### config.mk
export PLATFORM = sky130hd
export DESIGN_NAME = md5_message_digest_core
export DESIGN_NICKNAME = d
export VERILOG_FILES = /design/src/hw/rtl/md5_pkg.sv /design/src/hw/rtl/md5_ctrl.sv /design/src/hw/rtl/md5_dpath.sv /design/src/hw/rtl/md5_message_digest_core.sv
export SDC_FILE = /design/constraint.sdc
export NUM_CORES = 2
export LEC_CHECK = 0
export ABC_AREA = 1
export BUFFER_PORTS_ARGS = -buffer_cell sky130_fd_sc_hd__buf_2
export CORE_MARGIN = 2
export CORE_UTILIZATION = 40
export CTS_BUF_LIST = sky130_fd_sc_hd__clkbuf_4
export DETAILED_ROUTE_END_ITERATION = 8
export GPL_ROUTABILITY_DRIVEN = 0
export HOLD_SLACK_MARGIN = 0.03
export PLACE_DENSITY_LB_ADDON = 0.05
export SYNTH_ARGS = -nofsm -noshare
export SYNTH_HDL_FRONTEND = slang
export SYNTH_SLANG_ARGS = --single-unit
### constraint.sdc
create_clock -name clk -period 13.66 [get_ports clk]
set_clock_uncertainty 0.05 [all_clocks]
set_input_delay 4.098 -clock clk [delete_from_list [all_inputs] [get_ports clk]]
set_output_delay 4.098 -clock clk [all_outputs]
set_load 0.05 [all_outputs]
### src/hw/rtl/md5_pkg.sv
// Shared types, constants and round tables for the MD5 digest core.
// Used by md5_ctrl, md5_dpath and md5_message_digest_core; no dependencies.
package md5_pkg;

  typedef struct packed {
    logic [7:0] data_byte;
    logic       has_byte;
    logic       last_byte;
  } in_word_t;

  typedef struct packed {
    logic [63:0] digest_upper;
    logic [63:0] digest_lower;
  } out_word_t;

  typedef enum logic [2:0] {
    ST_IDLE,
    ST_INIT,
    ST_ROUND,
    ST_ADD,
    ST_PAD,
    ST_EMIT
  } state_t;

  typedef enum logic [1:0] {
    FIN_NONE,
    FIN_EXTRA,
    FIN_LAST
  } fin_t;

  typedef struct packed {
    logic       put_byte;
    logic       put_pad;
    logic       load_work;
    logic       round_en;
    logic [5:0] round;
    logic       add_en;
    logic       second_blk;
    logic       emit;
  } md5_cmd_t;

  typedef struct packed {
    logic block_full;
    logic pad_extra;
  } md5_sts_t;

  localparam logic [31:0] INIT_A = 32'h67452301;
  localparam logic [31:0] INIT_B = 32'hefcdab89;
  localparam logic [31:0] INIT_C = 32'h98badcfe;
  localparam logic [31:0] INIT_D = 32'h10325476;

  localparam logic [7:0] PAD_BYTE       = 8'h80;
  localparam logic [5:0] LAST_ROUND     = 6'd63;
  localparam logic [5:0] FILL_LAST      = 6'd63;
  localparam logic [5:0] FILL_EXTRA_MIN = 6'd56;
  localparam logic [3:0] LEN_LO_IDX     = 4'd14;
  localparam logic [3:0] LEN_HI_IDX     = 4'd15;
  localparam logic [4:0] WORDS_ALL      = 5'd16;
  localparam logic [63:0] BITS_PER_BYTE = 64'd8;

  function automatic logic [31:0] sine_k(input logic [5:0] i);
    logic [31:0] k;
    case (i)
      6'd0:  k = 32'hd76aa478;  6'd1:  k = 32'he8c7b756;
      6'd2:  k = 32'h242070db;  6'd3:  k = 32'hc1bdceee;
      6'd4:  k = 32'hf57c0faf;  6'd5:  k = 32'h4787c62a;
      6'd6:  k = 32'ha8304613;  6'd7:  k = 32'hfd469501;
      6'd8:  k = 32'h698098d8;  6'd9:  k = 32'h8b44f7af;
      6'd10: k = 32'hffff5bb1;  6'd11: k = 32'h895cd7be;
      6'd12: k = 32'h6b901122;  6'd13: k = 32'hfd987193;
      6'd14: k = 32'ha679438e;  6'd15: k = 32'h49b40821;
      6'd16: k = 32'hf61e2562;  6'd17: k = 32'hc040b340;
      6'd18: k = 32'h265e5a51;  6'd19: k = 32'he9b6c7aa;
      6'd20: k = 32'hd62f105d;  6'd21: k = 32'h02441453;
      6'd22: k = 32'hd8a1e681;  6'd23: k = 32'he7d3fbc8;
      6'd24: k = 32'h21e1cde6;  6'd25: k = 32'hc33707d6;
      6'd26: k = 32'hf4d50d87;  6'd27: k = 32'h455a14ed;
      6'd28: k = 32'ha9e3e905;  6'd29: k = 32'hfcefa3f8;
      6'd30: k = 32'h676f02d9;  6'd31: k = 32'h8d2a4c8a;
      6'd32: k = 32'hfffa3942;  6'd33: k = 32'h8771f681;
      6'd34: k = 32'h6d9d6122;  6'd35: k = 32'hfde5380c;
      6'd36: k = 32'ha4beea44;  6'd37: k = 32'h4bdecfa9;
      6'd38: k = 32'hf6bb4b60;  6'd39: k = 32'hbebfbc70;
      6'd40: k = 32'h289b7ec6;  6'd41: k = 32'heaa127fa;
      6'd42: k = 32'hd4ef3085;  6'd43: k = 32'h04881d05;
      6'd44: k = 32'hd9d4d039;  6'd45: k = 32'he6db99e5;
      6'd46: k = 32'h1fa27cf8;  6'd47: k = 32'hc4ac5665;
      6'd48: k = 32'hf4292244;  6'd49: k = 32'h432aff97;
      6'd50: k = 32'hab9423a7;  6'd51: k = 32'hfc93a039;
      6'd52: k = 32'h655b59c3;  6'd53: k = 32'h8f0ccc92;
      6'd54: k = 32'hffeff47d;  6'd55: k = 32'h85845dd1;
      6'd56: k = 32'h6fa87e4f;  6'd57: k = 32'hfe2ce6e0;
      6'd58: k = 32'ha3014314;  6'd59: k = 32'h4e0811a1;
      6'd60: k = 32'hf7537e82;  6'd61: k = 32'hbd3af235;
      6'd62: k = 32'h2ad7d2bb;  6'd63: k = 32'heb86d391;
      default: k = 32'h0;
    endcase
    return k;
  endfunction

  function automatic logic [4:0] rot_amount(input logic [5:0] i);
    logic [4:0] s;
    case ({i[5:4], i[1:0]})
      4'd0:  s = 5'd7;   4'd1:  s = 5'd12;  4'd2:  s = 5'd17;  4'd3:  s = 5'd22;
      4'd4:  s = 5'd5;   4'd5:  s = 5'd9;   4'd6:  s = 5'd14;  4'd7:  s = 5'd20;
      4'd8:  s = 5'd4;   4'd9:  s = 5'd11;  4'd10: s = 5'd16;  4'd11: s = 5'd23;
      4'd12: s = 5'd6;   4'd13: s = 5'd10;  4'd14: s = 5'd15;  4'd15: s = 5'd21;
      default: s = 5'd0;
    endcase
    return s;
  endfunction

  function automatic logic [3:0] msg_index(input logic [5:0] i);
    logic [3:0] lo;
    logic [3:0] g;
    lo = i[3:0];
    case (i[5:4])
      2'd0:    g = lo;
      2'd1:    g = lo * 4'd5 + 4'd1;
      2'd2:    g = lo * 4'd3 + 4'd5;
      default: g = lo * 4'd7;
    endcase
    return g;
  endfunction

  function automatic logic [31:0] rotl32(input logic [31:0] x, input logic [4:0] s);
    logic [63:0] dbl;
    dbl = {x, x} << s;
    return dbl[63:32];
  endfunction

  function automatic logic [31:0] swap_bytes(input logic [31:0] x);
    return {x[7:0], x[15:8], x[23:16], x[31:24]};
  endfunction

endpackage

### src/hw/rtl/md5_ctrl.sv
// Controller state machine for the MD5 digest core: handshakes, sequencing, rounds.
// Depends on md5_pkg; drives md5_dpath through md5_cmd_t and reads md5_sts_t.
module md5_ctrl (
  input  logic              clk,
  input  logic              rst_n,
  input  logic              in_valid,
  output logic              in_stall,
  input  logic              in_has_byte,
  input  logic              in_last_byte,
  output logic              out_valid,
  input  logic              out_stall,
  output md5_pkg::md5_cmd_t cmd,
  input  md5_pkg::md5_sts_t sts
);

  md5_pkg::state_t state_r, state_nxt;
  md5_pkg::fin_t   fin_r, fin_nxt;
  logic [5:0]      rnd_r, rnd_nxt;
  logic            last_pend_r, last_pend_nxt;
  logic            out_valid_r, out_valid_nxt;
  logic            acc;
  logic            out_free;

  assign acc      = in_valid && (state_r == md5_pkg::ST_IDLE);
  assign out_free = !out_valid_r || !out_stall;

  always_comb begin
    state_nxt     = state_r;
    fin_nxt       = fin_r;
    rnd_nxt       = rnd_r;
    last_pend_nxt = last_pend_r;
    case (state_r)
      md5_pkg::ST_IDLE: begin
        if (acc) begin
          if (in_has_byte && sts.block_full) begin
            state_nxt     = md5_pkg::ST_INIT;
            last_pend_nxt = in_last_byte;
          end else if (in_last_byte) begin
            state_nxt = md5_pkg::ST_PAD;
          end
        end
      end
      md5_pkg::ST_INIT: begin
        state_nxt = md5_pkg::ST_ROUND;
        rnd_nxt   = 6'd0;
      end
      md5_pkg::ST_ROUND: begin
        rnd_nxt = rnd_r + 6'd1;
        if (rnd_r == md5_pkg::LAST_ROUND) begin
          state_nxt = md5_pkg::ST_ADD;
        end
      end
      md5_pkg::ST_ADD: begin
        case (fin_r)
          md5_pkg::FIN_NONE: begin
            state_nxt = last_pend_r ? md5_pkg::ST_PAD : md5_pkg::ST_IDLE;
          end
          md5_pkg::FIN_EXTRA: begin
            state_nxt = md5_pkg::ST_INIT;
            fin_nxt   = md5_pkg::FIN_LAST;
          end
          md5_pkg::FIN_LAST: begin
            state_nxt = md5_pkg::ST_EMIT;
          end
          default: begin
            state_nxt = md5_pkg::ST_IDLE;
          end
        endcase
      end
      md5_pkg::ST_PAD: begin
        state_nxt     = md5_pkg::ST_INIT;
        last_pend_nxt = 1'b0;
        fin_nxt       = sts.pad_extra ? md5_pkg::FIN_EXTRA : md5_pkg::FIN_LAST;
      end
      md5_pkg::ST_EMIT: begin
        if (out_free) begin
          state_nxt = md5_pkg::ST_IDLE;
          fin_nxt   = md5_pkg::FIN_NONE;
        end
      end
      default: begin
        state_nxt = md5_pkg::ST_IDLE;
      end
    endcase
  end

  always_comb begin
    cmd            = '0;
    cmd.put_byte   = acc && in_has_byte;
    cmd.put_pad    = (state_r == md5_pkg::ST_PAD);
    cmd.load_work  = (state_r == md5_pkg::ST_INIT);
    cmd.round_en   = (state_r == md5_pkg::ST_ROUND);
    cmd.round      = rnd_r;
    cmd.add_en     = (state_r == md5_pkg::ST_ADD);
    cmd.second_blk = (state_r == md5_pkg::ST_ADD) && (fin_r == md5_pkg::FIN_EXTRA);
    cmd.emit       = (state_r == md5_pkg::ST_EMIT) && out_free;
    out_valid_nxt  = cmd.emit || (out_valid_r && out_stall);
  end

  always_ff @(posedge clk) begin
    if (!rst_n) begin
      state_r     <= md5_pkg::ST_IDLE;
      fin_r       <= md5_pkg::FIN_NONE;
      rnd_r       <= 6'd0;
      last_pend_r <= 1'b0;
      out_valid_r <= 1'b0;
    end else begin
      state_r     <= state_nxt;
      fin_r       <= fin_nxt;
      rnd_r       <= rnd_nxt;
      last_pend_r <= last_pend_nxt;
      out_valid_r <= out_valid_nxt;
    end
  end

  assign in_stall  = (state_r != md5_pkg::ST_IDLE);
  assign out_valid = out_valid_r;

  a_rounds_run: assert property (@(posedge clk) disable iff (!rst_n)
    (state_r == md5_pkg::ST_ROUND && rnd_r != md5_pkg::LAST_ROUND)
    |=> (state_r == md5_pkg::ST_ROUND))
    else $error("round sequence left early");

  a_digest_source: assert property (@(posedge clk) disable iff (!rst_n)
    $rose(out_valid_r) |-> ($past(state_r) == md5_pkg::ST_EMIT))
    else $error("digest shown without finishing a message");

  a_final_emit: assert property (@(posedge clk) disable iff (!rst_n)
    (state_r == md5_pkg::ST_ADD && fin_r == md5_pkg::FIN_LAST)
    |=> (state_r == md5_pkg::ST_EMIT))
    else $error("final block did not lead to emit");

  a_emit_waits: assert property (@(posedge clk) disable iff (!rst_n)
    (state_r == md5_pkg::ST_EMIT && out_valid_r && out_stall)
    |=> (state_r == md5_pkg::ST_EMIT && out_valid_r))
    else $error("digest overwritten while output stalled");

endmodule

### src/hw/rtl/md5_dpath.sv
// Datapath for the MD5 digest core: block words, chaining words, round logic, output word.
// Depends on md5_pkg; controlled by md5_ctrl through md5_cmd_t.
module md5_dpath (
  input  logic                clk,
  input  logic                rst_n,
  input  logic [7:0]          data_byte,
  input  md5_pkg::md5_cmd_t   cmd,
  output md5_pkg::md5_sts_t   sts,
  output md5_pkg::out_word_t  out_data
);

  logic [31:0]        chain_r [4];
  logic [31:0]        blk_r [16];
  logic [31:0]        a_r, b_r, c_r, d_r;
  logic [5:0]         fill_r;
  logic [63:0]        bitcnt_r;
  logic               mask_on_r;
  logic               len_on_r;
  logic [4:0]         limit_r;
  md5_pkg::out_word_t out_data_r;

  logic [7:0]  wr_byte;
  logic        wr_en;
  logic [5:0]  fill_inc;
  logic [6:0]  fill_rnd;
  logic [3:0]  g;
  logic [31:0] m;
  logic [31:0] f;
  logic [31:0] sum;
  logic [31:0] b_new;

  assign wr_en    = cmd.put_byte || cmd.put_pad;
  assign wr_byte  = cmd.put_pad ? md5_pkg::PAD_BYTE : data_byte;
  assign fill_inc = fill_r + 6'd1;
  assign fill_rnd = {1'b0, fill_inc} + 7'd3;

  assign sts.block_full = (fill_r == md5_pkg::FILL_LAST);
  assign sts.pad_extra  = (fill_r >= md5_pkg::FILL_EXTRA_MIN);

  always_comb begin
    g = md5_pkg::msg_index(cmd.round);
    if (len_on_r && g == md5_pkg::LEN_LO_IDX) begin
      m = bitcnt_r[31:0];
    end else if (len_on_r && g == md5_pkg::LEN_HI_IDX) begin
      m = bitcnt_r[63:32];
    end else if (mask_on_r && {1'b0, g} >= limit_r) begin
      m = 32'd0;
    end else begin
      m = blk_r[g];
    end
    case (cmd.round[5:4])
      2'd0:    f = (b_r & c_r) | (~b_r & d_r);
      2'd1:    f = (b_r & d_r) | (c_r & ~d_r);
      2'd2:    f = b_r ^ c_r ^ d_r;
      default: f = c_r ^ (b_r | ~d_r);
    endcase
    sum   = a_r + f + md5_pkg::sine_k(cmd.round) + m;
    b_new = b_r + md5_pkg::rotl32(sum, md5_pkg::rot_amount(cmd.round));
  end

  always_ff @(posedge clk) begin
    if (!rst_n) begin
      chain_r[0] <= md5_pkg::INIT_A;
      chain_r[1] <= md5_pkg::INIT_B;
      chain_r[2] <= md5_pkg::INIT_C;
      chain_r[3] <= md5_pkg::INIT_D;
      fill_r     <= 6'd0;
      bitcnt_r   <= 64'd0;
      mask_on_r  <= 1'b0;
      len_on_r   <= 1'b0;
      limit_r    <= 5'd0;
    end else if (cmd.emit) begin
      chain_r[0] <= md5_pkg::INIT_A;
      chain_r[1] <= md5_pkg::INIT_B;
      chain_r[2] <= md5_pkg::INIT_C;
      chain_r[3] <= md5_pkg::INIT_D;
      fill_r     <= 6'd0;
      bitcnt_r   <= 64'd0;
      mask_on_r  <= 1'b0;
      len_on_r   <= 1'b0;
      limit_r    <= 5'd0;
    end else begin
      if (wr_en) begin
        fill_r <= fill_inc;
      end
      if (cmd.put_byte) begin
        bitcnt_r <= bitcnt_r + md5_pkg::BITS_PER_BYTE;
      end
      if (cmd.put_pad) begin
        mask_on_r <= 1'b1;
        len_on_r  <= !sts.pad_extra;
        limit_r   <= (fill_inc == 6'd0) ? md5_pkg::WORDS_ALL : fill_rnd[6:2];
      end
      if (cmd.add_en) begin
        chain_r[0] <= chain_r[0] + a_r;
        chain_r[1] <= chain_r[1] + b_r;
        chain_r[2] <= chain_r[2] + c_r;
        chain_r[3] <= chain_r[3] + d_r;
      end
      if (cmd.second_blk) begin
        limit_r  <= 5'd0;
        len_on_r <= 1'b1;
      end
    end
  end

  always_ff @(posedge clk) begin
    if (wr_en) begin
      if (fill_r[1:0] == 2'd0) begin
        blk_r[fill_r[5:2]] <= {24'd0, wr_byte};
      end else begin
        blk_r[fill_r[5:2]][{fill_r[1:0], 3'b000} +: 8] <= wr_byte;
      end
    end
    if (cmd.load_work) begin
      a_r <= chain_r[0];
      b_r <= chain_r[1];
      c_r <= chain_r[2];
      d_r <= chain_r[3];
    end else if (cmd.round_en) begin
      a_r <= d_r;
      b_r <= b_new;
      c_r <= b_r;
      d_r <= c_r;
    end
    if (cmd.emit) begin
      out_data_r.digest_upper <= {md5_pkg::swap_bytes(chain_r[0]),
                                  md5_pkg::swap_bytes(chain_r[1])};
      out_data_r.digest_lower <= {md5_pkg::swap_bytes(chain_r[2]),
                                  md5_pkg::swap_bytes(chain_r[3])};
    end
  end

  assign out_data = out_data_r;

endmodule

### src/hw/rtl/md5_message_digest_core.sv
// Top level of the MD5 digest core: streams bytes in, returns one digest per message.
// Depends on md5_pkg, md5_ctrl and md5_dpath.
//
//   Channel  Direction  Handshake            Word
//   in_      input      in_valid / in_stall   md5_pkg::in_word_t (byte, has, last)
//   out_     output     out_valid / out_stall md5_pkg::out_word_t (128-bit digest)
//
// A byte that does not complete a block is taken and stored in the block words while the controller is idle.
// The 64th byte of a block starts a compression: load, 64 rounds, add.
// Finishing a message takes a pad step, one or two compressions and an emit step.
// The round logic is one shared unit, so no byte is taken while a block is compressed.
// Reset is synchronous and active low; the chaining words return to the initial values.
// A stalled digest waits in the output register; a new message is taken meanwhile.
module md5_message_digest_core (
  input  logic               clk,
  input  logic               rst_n,
  input  logic               in_valid,
  output logic               in_stall,
  input  md5_pkg::in_word_t  in_data,
  output logic               out_valid,
  input  logic               out_stall,
  output md5_pkg::out_word_t out_data
);

  md5_pkg::md5_cmd_t cmd;
  md5_pkg::md5_sts_t sts;

  md5_ctrl u_ctrl (
    .clk          (clk),
    .rst_n        (rst_n),
    .in_valid     (in_valid),
    .in_stall     (in_stall),
    .in_has_byte  (in_data.has_byte),
    .in_last_byte (in_data.last_byte),
    .out_valid    (out_valid),
    .out_stall    (out_stall),
    .cmd          (cmd),
    .sts          (sts)
  );

  md5_dpath u_dpath (
    .clk       (clk),
    .rst_n     (rst_n),
    .data_byte (in_data.data_byte),
    .cmd       (cmd),
    .sts       (sts),
    .out_data  (out_data)
  );

endmodule
==> results by group <==
Timing
  – Setup TNS: 0 ps
  – Final setup vio count: 0
  – Worst Hold Slack: between 400 and 500 ps
  – Fmax: 83.6 MHz
  – Tcrit/Tclk final: 0.875
  – Tightest Pin Transition: 1330 ps
  – RSZ-0062 raised after global routing: false
  – Fin crit period: 11,960 ps
  – Pins Over Slew Limit: 0
  – Max_slew headroom: 0.106
  – Fin. Hold Viols: 0

Clock network
  – Gates resized, CTS repair: 0
  – CTS tree: done
  – CTS sink count: between 1,000 and 1,500
  – Worst-Skew Late Latency: 1300 ps
  – Hold Buf Count CTS: 0
  – Htree depth: 5
  – Max clock buf depth: 4
  – CTS clk-pin slew, worst paths: about 70 ps
  – Num CTS Buffers: 311
  – # Post-CTS Setup Buffers: 0
  – CTS root buf: clkbuf_4

Finish
  – Area growth syn-to-layout: 11.6%
  – Final #Nets: 6,892
  – Post-route cell area: around 63,000 um2
  – Layout cells sized above 1: 0.116
  – Layout fillers: 14,100

Detailed routing
  – DRT Pass-1 Iters: 6
  – Drt drc: 0
  – WL per Instance: 23.6 um
  – Via/cell ratio: ~5.6
  – Vias: 48,400
  – DRT Wirelength: 205 mm
  – DR iter-0 viols: 4,354
  – Antenna Nets Post-Route: 0

Yosys
  – Cells after Synth: between 6,000 and 7,000
  – Largest cells by area after synthesis: edfxtp_1 (46%), nand2_1 (8.8%), dfxtp_1 (5.5%)
  – Ys flop type: edfxtp_1
  – Synth warn: 0
  – Seq/Total Area, Yosys: 0.511
  – Unique masters post-synth: 72
  – Yosys top cell area share: 0.456
  – Ys async rst share: 0
  – Post-Syn Area: ~57,000 um2
  – Synthesized flop and latch total: approximately 1,000
  – Post-synth EDFFs: about 860
  – Mean post-synth cell area: ~9 um2
  – Cell taking the most area after synthesis: edfxtp_1
  – Syn Nets: ~6,600

Critical path
  – WP data required: 14,560 ps
  – Critical path class: register to register
  – CP max stage delay: 620 ps
  – Slowest cell on crit path: fa_1
  – Crit path DAT: 12,860 ps
  – CP startpoint kind: register
  – CP Max Fanout: 35
  – Cell mode on critical path: nand2_1
  – Critical path capture point type: register

Global routing
  – Number of global-route vias before repair: 46,500
  – All-Layer GR Usage: 0.277
  – Largest net degree at the start of global routing: 225
  – Initial antenna violation count: 9
  – Gr ovfl total: 0
  – First-pass GRT wire length: between 300 and 400 mm

Power
  – Design Power: 11.6 mW
  – Power Density: 183 nW/um2
  – Leak: roughly 26 nW
  – Peak supply drop: 0.136 mV

Die
  – Die width: between 300 and 400 um
  – Die Span Y: roughly 380 um
  – Full die area: 145,000 um2
  – # rows: 138
  – Core ar.: roughly 140,000 um2
  – Initial Utilization: 0.402
  – I/O pins: 144

Min path
  – Hold Path Class: register to register

Flow run
  – Max-Cap Viols: 0

Run status
  – Outcome: completed

Placement
  – Post-DP Area: about 60,000 um2
  – IO Port Bufs: about 140
  – Hpwl dp: 150 mm
==> synthesized netlist by cell type (37+ instances only) <==
cell type and count:
a21oi_1 501, a31oi_1 90, buf_1 39, clkbuf_1 177, dfxtp_1 156, edfxtp_1 864
fa_1 69, ha_1 225, inv_1 673, nand2_1 1335, nand3_1 421, nand4_1 37
nor2_1 473, nor3_1 107, o21a_1 39, o21ai_0 417, o221ai_1 142, o22ai_1 46
o31ai_1 38, xor2_1 46
==> placed cells by master (no fill, tap or decap), types with 6 or more instances in the layout <==
cell type / synthesis / routed
a211oi_1: 30 / 30
a21o_1: 13 / 13
a21oi_1: 501 / 499
a221oi_1: 9 / 9
a22oi_1: 34 / 34
a31oi_1: 90 / 90
buf_2: 27 / 143
buf_4: 4 / 78
clkbuf_4: 0 / 462
clkinv_1: 4 / 43
dfxtp_1: 156 / 156
diode_2: 0 / 10
edfxtp_1: 864 / 864
fa_1: 69 / 69
ha_1: 225 / 225
inv_1: 673 / 672
inv_2: 12 / 19
nand2_1: 1335 / 1334
nand2_2: 10 / 7
nand2_4: 4 / 7
nand3_1: 421 / 420
nand4_1: 37 / 37
nor2_1: 473 / 469
nor2_4: 6 / 10
nor3_1: 107 / 107
nor4_1: 32 / 32
o211ai_1: 28 / 28
o21a_1: 39 / 39
o21ai_0: 417 / 417
o21ai_1: 32 / 32
o21bai_1: 15 / 15
o221ai_1: 142 / 142
o22ai_1: 46 / 46
o311ai_0: 6 / 6
o31ai_1: 38 / 38
or2_2: 32 / 32
xnor2_1: 36 / 36
xor2_1: 46 / 46
==> flip-flops by register name, summed over array words and instances, names as in the netlist, 32 cells and up, named ones only <==
register,cells
u_dpath.b_r,32
u_dpath.a_r,32
u_dpath.chain_r,128
u_dpath.d_r,32
u_dpath.c_r,32
u_dpath.bitcnt_r,61
u_dpath.out_data,128
u_dpath.blk_r,512
==> layout make-up <==
class	count	area (um2)	share of cell area
well taps	1890	2360	0.0373
flip-flops and latches	1020	29100	0.458
inverters	689	2590	0.0408
clock inverters	53	262	0.00412
multi-input cells	4338	24300	0.383
clock buffers	462	3470	0.0547
diodes	10	25.0	0.000395
repair buffers	224	1360	0.0215
==> stage by stage <==
stage                     cells   util  worst slack [ps]
after floorplan            6295      -               945
after global placement     8160  0.422              2000
after detailed placement   8160  0.422              1820
after CTS                  8675  0.449              1760
after global routing       8683  0.449               707
final                      8686  0.449              1700
==> final timing paths <==
| path | cells after the start | slack [ps] | from | end |
|---|---|---|---|---|
| hold reg to reg | 2 | 420 | u_ctrl.last_pend_r | u_ctrl.last_pend_r |
| hold / removal | 2 | 420 | u_ctrl.last_pend_r | u_ctrl.last_pend_r |
| setup reg to reg | 55 | 1700 | u_ctrl.rnd_r[0] | u_dpath.b_r[26] |
| setup / recovery | 55 | 1700 | u_ctrl.rnd_r[0] | u_dpath.b_r[26] |
==> metal layers <==
| layer | vias to the layer above | routed length, um | global-route usage |
|---|---|---|---|
| met5 | - | 21 | 0 |
| met1 | 23000 | 83300 | 0.344 |
| met2 | 1870 | 96400 | 0.454 |
| met3 | 534 | 12400 | 0.0484 |
| met4 | 4 | 12700 | 0.159 |
| li1 | 22900 | - | - |
==> critical path: cells and delay by family (launching register included) <==
family	cells	cell delay [ps]
AO/OA/AOI/OAI	18	3580
XOR/XNOR	1	220
adder cells (fa/ha/maj)	7	2910
buffers and inverters	8	1470
flip-flops	1	470
AND/OR/NAND/NOR	21	2900
==> kinds of logic after synthesis <==
kind of cell | Yosys count | synth area share
AO/OA/AOI/OAI | 1477 | 0.155
XOR/XNOR | 82 | 0.0126
adder cells (fa/ha/maj) | 294 | 0.0738
buffers and inverters | 937 | 0.0629
flip-flops | 1020 | 0.511
multiplexers | 4 | 0.000704
AND/OR/NAND/NOR | 2481 | 0.184
==> where the power goes <==
part / leakage (nW) / internal [mW] / switching (mW)
registers: 10.1 / 3.60 / 0.129
logic: 13.4 / 1.67 / 3.29
clock network: 2.26 / 1.57 / 1.36
(Power assumes the default switching activity.)
